## src/sv/lts_pkg.sv

```systemverilog
`timescale 1ns / 1ps
`default_nettype none
// ----------------------------------------------------------------------------
// Line token splitter package
// Shared types, character codes and the byte classifier for the token
// splitter and its checker.
// ----------------------------------------------------------------------------
package lts_pkg;

  // Default widths of the column and line counters.
  localparam int unsigned ColBitsDefault  = 16;
  localparam int unsigned LineBitsDefault = 32;

  // Token classes; the none code marks "no open token".
  typedef enum logic [2:0] {
    CL_NUM  = 3'd0,
    CL_NAME = 3'd1,
    CL_OP   = 3'd2,
    CL_STR  = 3'd3,
    CL_NONE = 3'd4
  } class_e;

  // Character codes that steer the splitter.
  localparam logic [7:0] ChMinus    = 8'h2D;
  localparam logic [7:0] ChGreater  = 8'h3E;
  localparam logic [7:0] ChEqual    = 8'h3D;
  localparam logic [7:0] ChLParen   = 8'h28;
  localparam logic [7:0] ChRParen   = 8'h29;
  localparam logic [7:0] ChComma    = 8'h2C;
  localparam logic [7:0] ChPlus     = 8'h2B;
  localparam logic [7:0] ChLBrace   = 8'h7B;
  localparam logic [7:0] ChRBrace   = 8'h7D;
  localparam logic [7:0] ChAmp      = 8'h26;
  localparam logic [7:0] ChSpace    = 8'h20;
  localparam logic [7:0] ChQuote    = 8'h27;
  localparam logic [7:0] ChDblQuote = 8'h22;

  // One input item: a character byte or an end-of-line marker.
  typedef struct packed {
    logic [7:0] ch;
    logic       line_end;
  } in_t;

  // One result item.
  typedef struct packed {
    logic        token_done;
    logic [1:0]  token_class;
    logic [31:0] token_line;
    logic [15:0] token_column;
    logic        text_cleared;
    logic        char_kept;
  } out_t;

  // Classify one byte as digit, letter, operator or none.
  function automatic class_e byte_class(input logic [7:0] c);
    class_e cls;
    if (c inside {[8'h30:8'h39]}) begin
      cls = CL_NUM;
    end else if (c inside {[8'h41:8'h5A], [8'h61:8'h7A]}) begin
      cls = CL_NAME;
    end else if (c inside {ChMinus, ChGreater, ChEqual, ChLParen, ChRParen,
                           ChComma, ChPlus, ChLBrace, ChRBrace, ChAmp}) begin
      cls = CL_OP;
    end else begin
      cls = CL_NONE;
    end
    return cls;
  endfunction

endpackage
`default_nettype wire

```

## src/sv/line_token_splitter.sv

```systemverilog
`timescale 1ns / 1ps
`default_nettype none
// ----------------------------------------------------------------------------
// Line token splitter
// Splits a byte stream into number, name, operator and string tokens and
// reports, per item, the token that closes and how the open text changes.
// ----------------------------------------------------------------------------
//  Channel | Direction | Handshake            | Payload
//  --------+-----------+----------------------+-----------------------------
//  in      | input     | in_valid_i/in_ready_o   | in_data_i  (lts_pkg::in_t)
//  out     | output    | out_valid_o/out_ready_i | out_data_o (lts_pkg::out_t)
//
//  One item per cycle while the output is not stalled: the class decode and
//  token state update are combinational between the state and result registers.
//  A result is registered and appears in the cycle after its item is accepted.
//  The input is ready whenever the result register is empty or being taken,
//  so a stalled output holds at most one result and stops the input.
//  Reset opens line 1 with no open token and an empty result register.
// ----------------------------------------------------------------------------
module line_token_splitter #(
  parameter int unsigned COL_BITS  = lts_pkg::ColBitsDefault,
  parameter int unsigned LINE_BITS = lts_pkg::LineBitsDefault
) (
  input  wire logic         clk_i,
  input  wire logic         rst_ni,
  input  wire logic         in_valid_i,
  output logic              in_ready_o,
  input  wire lts_pkg::in_t in_data_i,
  output logic              out_valid_o,
  input  wire logic         out_ready_i,
  output lts_pkg::out_t     out_data_o
);

  // Token state.
  lts_pkg::class_e        open_class_q, open_class_d;
  logic [COL_BITS-1:0]    open_col_q, open_col_d;
  logic [COL_BITS-1:0]    char_idx_q, char_idx_d;
  logic [LINE_BITS-1:0]   lines_q, lines_d;
  logic [1:0]             text_len_q, text_len_d;
  logic                   text_cp_q, text_cp_d;

  // Result register.
  logic                   out_valid_q;
  lts_pkg::out_t          out_q, out_d;

  // Decode helpers.
  logic                   in_accept;
  lts_pkg::class_e        cur_class;
  lts_pkg::class_e        byte_cls;
  logic [COL_BITS-1:0]    char_idx_inc;
  logic [LINE_BITS-1:0]   line_next;
  logic                   is_quote;
  logic                   done;
  logic                   cleared;
  logic                   kept;
  lts_pkg::class_e        emit_class;
  logic [COL_BITS-1:0]    emit_col;

  assign in_accept  = in_valid_i && in_ready_o;
  assign in_ready_o = !out_valid_q || out_ready_i;

  // Saturating column step and wrapping line count.
  assign char_idx_inc = (char_idx_q == '1) ? char_idx_q : char_idx_q + COL_BITS'(1);
  assign line_next    = lines_q + LINE_BITS'(1);
  assign byte_cls     = lts_pkg::byte_class(in_data_i.ch);
  assign is_quote     = (in_data_i.ch == lts_pkg::ChQuote) ||
                        (in_data_i.ch == lts_pkg::ChDblQuote);

  // Token decision and next state for the item at the input.
  always_comb begin
    open_class_d = open_class_q;
    open_col_d   = open_col_q;
    char_idx_d   = char_idx_q;
    lines_d      = lines_q;
    text_len_d   = text_len_q;
    text_cp_d    = text_cp_q;
    done         = 1'b0;
    cleared      = 1'b0;
    kept         = 1'b0;
    emit_class   = open_class_q;
    emit_col     = open_col_q;
    cur_class    = open_class_q;

    if (in_data_i.line_end) begin
      // End of line: close what is open and return to the line start.
      if (char_idx_q != '0) begin
        if (open_class_q == lts_pkg::CL_STR) begin
          done = 1'b1;
        end else if (open_class_q == lts_pkg::CL_NONE) begin
          kept = 1'b1;
        end else begin
          done    = 1'b1;
          cleared = 1'b1;
          kept    = 1'b1;
        end
      end
      open_class_d = lts_pkg::CL_NONE;
      open_col_d   = COL_BITS'(1);
      char_idx_d   = '0;
      text_len_d   = 2'd0;
      text_cp_d    = 1'b0;
      lines_d      = line_next;
    end else begin
      if (open_class_q == lts_pkg::CL_NONE) begin
        cur_class = byte_cls;
      end
      emit_class = cur_class;

      if (is_quote) begin
        // A quote closes an open string, or else closes any open token and opens a new string.
        if (cur_class == lts_pkg::CL_STR) begin
          done      = 1'b1;
          cur_class = lts_pkg::CL_NONE;
        end else begin
          done       = (cur_class != lts_pkg::CL_NONE);
          cur_class  = lts_pkg::CL_STR;
          open_col_d = char_idx_inc;
        end
        text_len_d = 2'd0;
        text_cp_d  = 1'b0;
        cleared    = 1'b1;
      end else if (cur_class == lts_pkg::CL_STR) begin
        // Inside a string every byte is kept.
        text_cp_d  = (text_len_q == 2'd0) && (in_data_i.ch == lts_pkg::ChRParen);
        text_len_d = (text_len_q == 2'd2) ? text_len_q : text_len_q + 2'd1;
        kept       = 1'b1;
      end else if (in_data_i.ch == lts_pkg::ChSpace) begin
        // A space ends an open token.
        if (cur_class != lts_pkg::CL_NONE) begin
          done       = 1'b1;
          cur_class  = lts_pkg::CL_NONE;
          text_len_d = 2'd0;
          text_cp_d  = 1'b0;
          cleared    = 1'b1;
          open_col_d = char_idx_inc;
        end
      end else if ((byte_cls != cur_class && cur_class != lts_pkg::CL_NONE) ||
                   (text_cp_q && (in_data_i.ch == lts_pkg::ChComma ||
                                  in_data_i.ch == lts_pkg::ChRParen))) begin
        // A class change, or a comma or close paren after a lone close paren.
        done       = 1'b1;
        cur_class  = byte_cls;
        text_len_d = 2'd1;
        text_cp_d  = (in_data_i.ch == lts_pkg::ChRParen);
        cleared    = 1'b1;
        kept       = 1'b1;
        open_col_d = char_idx_inc;
      end else begin
        text_cp_d  = (text_len_q == 2'd0) && (in_data_i.ch == lts_pkg::ChRParen);
        text_len_d = (text_len_q == 2'd2) ? text_len_q : text_len_q + 2'd1;
        kept       = 1'b1;
      end
      open_class_d = cur_class;
      char_idx_d   = char_idx_inc;
    end
  end

  // Result fields; the token fields read zero when no token closes.
  always_comb begin
    out_d              = '0;
    out_d.token_done   = done;
    out_d.text_cleared = cleared;
    out_d.char_kept    = kept;
    if (done) begin
      out_d.token_class  = emit_class[1:0];
      out_d.token_line   = 32'(line_next);
      out_d.token_column = 16'(emit_col);
    end
  end

  // Token state registers, updated once per accepted item.
  always_ff @(posedge clk_i or negedge rst_ni) begin
    if (!rst_ni) begin
      open_class_q <= lts_pkg::CL_NONE;
      open_col_q   <= COL_BITS'(1);
      char_idx_q   <= '0;
      lines_q      <= '0;
      text_len_q   <= 2'd0;
      text_cp_q    <= 1'b0;
    end else if (in_accept) begin
      open_class_q <= open_class_d;
      open_col_q   <= open_col_d;
      char_idx_q   <= char_idx_d;
      lines_q      <= lines_d;
      text_len_q   <= text_len_d;
      text_cp_q    <= text_cp_d;
    end
  end

  // Result valid flag.
  always_ff @(posedge clk_i or negedge rst_ni) begin
    if (!rst_ni) begin
      out_valid_q <= 1'b0;
    end else if (in_ready_o) begin
      out_valid_q <= in_valid_i;
    end
  end

  // Result payload.
  always_ff @(posedge clk_i) begin
    if (in_accept) begin
      out_q <= out_d;
    end
  end

  assign out_valid_o = out_valid_q;
  assign out_data_o  = out_q;

endmodule
`default_nettype wire

```

## config.mk

```make
export PLATFORM = sky130hd
export DESIGN_NAME = line_token_splitter
export DESIGN_NICKNAME = d
export VERILOG_FILES = /design/src/sv/lts_pkg.sv /design/src/sv/line_token_splitter.sv
export SDC_FILE = /design/constraint.sdc
export NUM_CORES = 1
export LEC_CHECK = 0
export BUFFER_PORTS_ARGS = -buffer_cell sky130_fd_sc_hd__buf_2
export CORE_MARGIN = 1
export CORE_UTILIZATION = 60
export CTS_BUF_LIST = sky130_fd_sc_hd__clkbuf_4 sky130_fd_sc_hd__clkbuf_8
export CTS_CLUSTER_DIAMETER = 30
export DETAILED_ROUTE_END_ITERATION = 6
export GPL_TIMING_DRIVEN = 0
export HOLD_SLACK_MARGIN = 0.02
export PLACE_DENSITY = 0.81
export SLEW_MARGIN = 20
export SYNTH_ARGS = -nofsm -noshare
export SYNTH_HDL_FRONTEND = slang
export SYNTH_SLANG_ARGS = --single-unit
```

## constraint.sdc

```tcl
create_clock -name clk_i -period 9.16 [get_ports clk_i]
set_input_delay 1.832 -clock clk_i [delete_from_list [all_inputs] [get_ports clk_i]]
set_output_delay 1.832 -clock clk_i [all_outputs]
set_load 0.05 [all_outputs]
```

==> results of run 1 <==
[per-stage QoR]
| stage | utilization (%) | area [um2] | worst slack (ns) |
|---|---|---|---|
| detailed placement | 68.0 | 6740 | 4.98 |
| CTS | 71.7 | 7110 | 5.03 |
| floorplan | - | 6190 | 4.02 |
| global placement | 67.4 | 6680 | 3.43 |
| global route | 71.7 | 7110 | 5.02 |
| finish | 71.7 | 7110 | 5.02 |
[power groups by stage]
stage	Clock, mW	Sequential, mW	Combinational, mW
after detailed placement	0	0.653	0.205
final	0.451	0.643	0.206
after floorplan	0	0.698	0.101
after CTS	0.457	0.643	0.207
after global routing	0.484	0.648	0.223
after global placement	0	0.653	0.197
[kinds of logic (layout without fill, tap and decap cells)]
group | count (synthesis) | count (layout) | share of synthesized area, %
simple gates | 251 | 251 | 21.0
flops | 124 | 124 | 54.4
xor+xnor | 72 | 72 | 10.2
buf+inv | 36 | 135 | 2.75
mux | 2 | 2 | 0.344
compound gates | 84 | 84 | 10.5
fa+ha+maj | 4 | 4 | 0.808
[layer usage]
layer | track usage, % | vias up | routed length, um
met4 | 11.5 | 0 | 291
met5 | 0 | - | 0
met2 | 43.2 | 152 | 6540
met1 | 32.1 | 2203 | 5500
li1 | - | 2206 | -
met3 | 4.97 | 31 | 587
[sequential cells by signal (all words and copies together), names as in the netlist]
name,flops
out_data_o,53
lines_q,32
char_idx_q,16
emit_col,16
open_class_q,3
text_len_q,2
out_valid_o,1
text_cp_q,1
[placed cells by master, fill, tap and decap left out, types with 3 or more instances in the layout]
cell | Yosys | final
nand2_1 | 58 | 58
clkinv_1 | 0 | 4
o21ai_0 | 24 | 24
a31oi_1 | 7 | 7
o2bb2ai_2 | 10 | 10
and2_1 | 4 | 4
o31ai_1 | 7 | 7
dfrtp_1 | 69 | 69
buf_2 | 7 | 71
nor2_1 | 66 | 66
and3_1 | 12 | 12
nand4_1 | 15 | 15
clkbuf_1 | 15 | 14
or3_1 | 4 | 4
nor3b_1 | 4 | 4
nand3_1 | 29 | 29
nor4_1 | 4 | 4
edfxtp_1 | 53 | 53
nand2b_1 | 7 | 7
a22o_1 | 4 | 4
clkinv_2 | 0 | 4
clkbuf_8 | 0 | 17
xor2_1 | 32 | 32
xnor2_1 | 40 | 40
inv_1 | 9 | 9
buf_6 | 3 | 3
and4_1 | 7 | 7
nor3_1 | 6 | 6
nor2b_1 | 18 | 18
ha_1 | 4 | 4
a21oi_1 | 11 | 11
[path summary, 6_finish.rpt]
| path | from | end | slack, ns | cells past startpoint |
|---|---|---|---|---|
| setup / recovery | out_ready_i | in_ready_o | 5.02 | 3 |
| hold / removal | emit_col[1] | emit_col[1] | 0.49 | 1 |
| setup reg to reg | lines_q[0] | out_data_o[40] | 6.59 | 9 |
| hold reg to reg | emit_col[1] | emit_col[1] | 0.49 | 1 |
| max in group asynchronous | rst_ni | emit_col[0] | 7.21 | 2 |
| min in group asynchronous | rst_ni | open_class_q[1] | 1.34 | 1 |
[cell type report]
class                           instances  area [um2]  area share [%]
Tap cell                              133         166            2.34
Clock inverter                         14         128            1.80
Buffer                                 26         136            1.92
Multi-Input combinational cell        413        2650            37.3
Inverter                               10        37.5           0.528
Clock buffer                           18         241            3.40
Sequential cell                       124        3370            47.4
Timing Repair Buffer                   67         375            5.28
[worst max-delay path: stages]
cell and delay, ns:
buf_2 0.07, nand2b_1 0.12, buf_2 0.27
==> out/results.tsv, run 1 <==
stage	metric	value	unit
sta	Slew Limit Fails	0	
place	# port buffers	65	
finish	final cell count without fillers	805	
hold_path	Tightest Hold Check Type	flip-flop to flip-flop	
sta	Final Hold Fails	0	
logic_synthesis	area leader, netlist	dfrtp_1	
clocking	cts bufs inserted	17	
clocking	CTS tree	done	
global_route	pin count of the biggest net entering global routing	57	
logic_synthesis	number of synthesized register bits	124	
die	Initial Util	62.5	%
sta	Clock Skew	0.0100	ns
logic_synthesis	Seq/Total Area, Yosys	54.4	%
power_and_ir_drop	P_leak	2.85	nW
power_and_ir_drop	VDD IR-drop max	0.108	mV
routing	WL/cell	16.0	um
flow_run	max_cap viols	0	
clocking	cts hold-fix bufs	0	
routing	DRC	0	
logic_synthesis	EDFF count, synth	53	
clocking	Clock Path Buffers	2	
sta	Max Freq	0.242	GHz
power_and_ir_drop	internal power	919	uW
routing	Vias/cell	5.70	
clocking	CTS resizes	0	
logic_synthesis	Mapped Area	0.00619	mm2
power_and_ir_drop	Psw	381	uW
worst_setup_path	Setup crit start kind	input pin	
die	Rows	36	
worst_setup_path	Crit Path Class	input pin to output port	
sta	TNS Setup	0	ns
logic_synthesis	dominant synthesized flop cell	dfrtp_1	
logic_synthesis	share of synthesized registers carrying an async set or reset	57.3	%
logic_synthesis	Yosys top cell area share	27.9	%
logic_synthesis	post-synth cell types	60	
place	Detail Placement HPWL	9.04	mm
sta	RSZ-0062 raised after global routing	false	
status	status	finished clean	
routing	final wirelength	12.9	mm
worst_setup_path	Worst setup EP type	output port	
logic_synthesis	Ys Warns	0	
finish	FILL cells	732	
power_and_ir_drop	Seq pwr share	49.5	%
finish	share of cells above drive strength 1	20.2	%
die	Core ar.	0.00991	mm2
power_and_ir_drop	clock power share	34.7	%
worst_setup_path	crit path max fanout	3	
finish	Area growth syn-to-layout	14.8	%
power_and_ir_drop	pwr dens	183	mW/mm2
global_route	vias in the first global route	4454	
power_and_ir_drop	combinational share of power	15.8	%
die	Die H	104	um
finish	n_diodes	0	
sta	Final Cycle Share	45.1	%
routing	drt first pass iters	5	
sta	Fin Hold WS	0.491	ns
logic_synthesis	Synth area leaders	dfrtp_1 28%, edfxtp_1 26%, xnor2_1 5.7%	
power_and_ir_drop	Power Total	1.30	mW
die	Ports	68	
power_and_ir_drop	sw frac	29.3	%
logic_synthesis	Syn Area/Cell	10.8	um2
clocking	Worst-path clk slew	0.07	ns
die	Horiz. Die Dim	104	um
sta	Max-slew headroom	55.9	%
clocking	Sink Count	124	
routing	Initial DRC Count	195	
logic_synthesis	Gate Count Post-Synth	573	
clocking	CTS root buffer	clkbuf_8	
finish	Nets	676	
logic_synthesis	most frequent cells after synthesis	69 x dfrtp_1, 66 x nor2_1, 58 x nand2_1	
global_route	first-pass GRT wire length	21.5	mm
clocking	Post CTS Setup Buffer Count	0	
logic_synthesis	Post-Syn Nets	590	
logic_synthesis	top-count cell post-synth	dfrtp_1	
sta	worst-margin pin slew	0.657	ns
global_route	Tot GR Track Use	25.6	%
global_route	GRT overflow	0	
clocking	worst-skew pair later-pin latency	0.44	ns
worst_setup_path	WP data arrival	2.30	ns
place	Placed Cells	773	
sta	Tmin final	4.14	ns
die	Die Footprint	0.0107	mm2
worst_setup_path	Required @ worst endpoint	7.33	ns
routing	antenna viol nets, final	0	
sta	setup violators final	0	
clocking	H-tree depth	4	
routing	vias post-DR	4592	
place	Routability Congestion	0.869	
global_route	initial antenna violation count	0	
No activity file was read; power rests on OpenSTA's default activity.
==> inputs of run 2 (changes only) <==
- CORE_UTILIZATION: 60 -> 55
- PLACE_DENSITY: 0.81 -> 0.79
- clock period: 9.16 -> 3.58 ns (I/O delays scaled with it)
==> out/results.tsv, run 2 (synthesized netlist as in run 1, its figures left out) <==
stage	metric	value	unit	change
power_and_ir_drop	pwr dens	450	mW/mm2	was 183 mW/mm2
die	Die H	108	um	was 104 um
place	Detail Placement HPWL	8.86	mm	was 9.04 mm
die	Ports	68		unchanged
clocking	H-tree depth	4		unchanged
power_and_ir_drop	Seq pwr share	51.9	%	was 49.5%
global_route	Tot GR Track Use	23.0	%	was 25.6%
status	status	finished clean		unchanged
routing	Top Metal Used	met4		unchanged
clocking	Worst-path clk slew	0.06	ns	was 0.07 ns
worst_setup_path	max incr delay on CP	0.36	ns	was 0.27 ns
finish	Area growth syn-to-layout	13.7	%	was 14.8%
clocking	CTS root buffer	clkbuf_8		unchanged
finish	Final Util	64.7	%	was 71.7%
die	Horiz. Die Dim	108	um	was 104 um
worst_setup_path	CP Depth	10		was 3
flow_run	max_cap viols	0		unchanged
worst_setup_path	Worst setup EP type	flip-flop		was output port
finish	n_diodes	0		unchanged
worst_setup_path	Crit Path Class	input pin to flip-flop		was input pin to output port
clocking	Post CTS Setup Buffer Count	0		unchanged
sta	Clock Skew	0.00792	ns	was 0.0100 ns
global_route	vias in the first global route	4313		was 4,454
sta	RSZ-0062 raised after global routing	false		unchanged
finish	max reg flops	53		unchanged
worst_setup_path	crit-path cells	buf_2 > or2_4 > or3_1 > or2_1 > nand2_1 > nor2_1 > a31oi_2 > buf_4 > buf_6 > nor2_1		was buf_2 > nand2b_1 > buf_2
sta	setup violators final	0		unchanged
finish	Nets	675		was 676
clocking	cts hold-fix bufs	0		unchanged
worst_setup_path	Setup crit start kind	input pin		unchanged
worst_setup_path	reg2reg end	out_data_o[46]		was out_data_o[40]
worst_setup_path	Required @ worst endpoint	3.76	ns	was 7.33 ns
place	# port buffers	65		unchanged
clocking	CTS tree	done		unchanged
die	Die Footprint	0.0117	mm2	was 0.0107 mm2
power_and_ir_drop	combinational share of power	16.3	%	was 15.8%
sta	Max-slew headroom	45.4	%	was 55.9%
power_and_ir_drop	P_leak	2.82	nW	was 2.85 nW
clocking	cts bufs inserted	17		unchanged
power_and_ir_drop	Psw	935	uW	was 381 uW
routing	WL/cell	15.4	um	was 16.0 um
finish	commonest non-fill, non-tap cells in the layout	71 x buf_2, 69 x dfrtp_1, 66 x nor2_1		unchanged
die	Initial Util	56.9	%	was 62.5%
clocking	worst-skew pair later-pin latency	0.43	ns	was 0.44 ns
worst_setup_path	R2R cell count	9		unchanged
finish	commonest non-fill, non-tap cell in the layout	buf_2		unchanged
routing	final wirelength	12.5	mm	was 12.9 mm
global_route	pin count of the biggest net entering global routing	63		was 57
power_and_ir_drop	Power Total	3.17	mW	was 1.30 mW
routing	drt first pass iters	4		was 5
worst_setup_path	flop2flop setup slack	1.01	ns	was 6.59 ns
routing	M1 wire length	5.58	mm	was 5.50 mm
clocking	CTS resizes	0		unchanged
routing	antenna viol nets, final	0		unchanged
power_and_ir_drop	VDD IR-drop max	0.206	mV	was 0.108 mV
power_and_ir_drop	internal power	2.24	mW	was 919 uW
routing	Vias/cell	5.61		was 5.70
power_and_ir_drop	sw frac	29.5	%	was 29.3%
global_route	GRT overflow	0		unchanged
clocking	Sink Count	124		unchanged
worst_setup_path	r2r startpoint	lines_q[0]		unchanged
sta	worst-margin pin slew	0.819	ns	was 0.657 ns
routing	met2 wire len	6.26	mm	was 6.54 mm
worst_setup_path	crit path max fanout	10		was 3
routing	DRC	0		unchanged
sta	Tmin final	2.65	ns	
sta	Final Hold Fails	0		unchanged
die	Core ar.	0.0109	mm2	was 0.00991 mm2
hold_path	Tightest Hold Check Type	input pin to async pin		was flip-flop to flip-flop
worst_setup_path	WP data arrival	2.83	ns	was 2.30 ns
power_and_ir_drop	clock power share	31.8	%	was 34.7%
routing	routed wl met3	506	um	was 587 um
routing	vias post-DR	4551		was 4,592
sta	Final Cycle Share	73.9	%	
sta	Fin Hold WS	0.237	ns	was 0.491 ns
finish	share of cells above drive strength 1	20.0	%	was 20.2%
worst_setup_path	buffers and inverters on the worst path	3		was 2
sta	TNS Setup	0	ns	unchanged
global_route	first-pass GRT wire length	20.5	mm	was 21.5 mm
place	Routability Congestion	0.876		was 0.869
clocking	Clock Path Buffers	2		unchanged
global_route	initial antenna violation count	0		unchanged
worst_setup_path	most frequent CP cell	nor2_1		was buf_2
worst_setup_path	Worst path slowest cell	a31oi_2		was buf_2
worst_setup_path	Crit path max-delay family	simple AND/OR/NAND/NOR gates		was buffers and inverters
routing	Initial DRC Count	251		was 195
sta	Max Freq	0.378	GHz	
sta	Slew Limit Fails	0		unchanged
die	Rows	38		was 36
## run 2: changes by cell type in the layout (fill, tap and decap cells not counted), sizes merged
cell	before	now
clkbuf	33	36
bufinv	2	0
inv	11	10
buf	78	77
## run 2: metrics by stage
stage,cells,setup slack (ns),cell area [um2]
finish,811,0.934,7040
global placement,778,0.388,6690
detailed placement,779,0.492,6720
floorplan,573,0.525,6190
CTS,811,0.960,7040
global route,811,0.845,7040
## run 2: layout make-up
cell class / instances / area, um2
Inverter: 10 / 37.5
Clock inverter: 11 / 53.8
Timing Repair Buffer: 66 / 348
Buffer: 26 / 136
Fill cell: 859 / 3850
Tap cell: 140 / 175
Sequential cell: 124 / 3370
Multi-Input combinational cell: 413 / 2650
Clock buffer: 21 / 270
## run 2: how the worst max path moves through the flow
stage / start / to / slack (ns)
2_1_floorplan: out_ready_i / char_idx_q[1] / 0.52
3_3_place_gp: out_ready_i / char_idx_q[1] / 0.39
3_5_place_dp: in_data_i[5] / out_data_o[43] / 0.49
4_1_cts: in_data_i[5] / out_data_o[18] / 0.96
5_1_grt: in_data_i[8] / out_data_o[18] / 0.84
6_report: in_data_i[5] / out_data_o[49] / 0.93
## run 2: metal layers
metal / global-route usage (%) / vias to the layer above
li1: - / 2215
met1: 28.9 / 2207
met5: 0 / -
met2: 38.3 / 110
met3: 5.67 / 19
met4: 9.10 / 0
## run 2: power by group through the flow
stage | combinational (mW) | sequential, mW | clock (mW)
2_1_floorplan | 0.258 | 1.78 | 0
3_3_place_gp | 0.497 | 1.67 | 0
3_5_place_dp | 0.515 | 1.67 | 0
4_1_cts | 0.518 | 1.65 | 1.03
5_1_grt | 0.559 | 1.66 | 1.09
6_report | 0.517 | 1.65 | 1.01
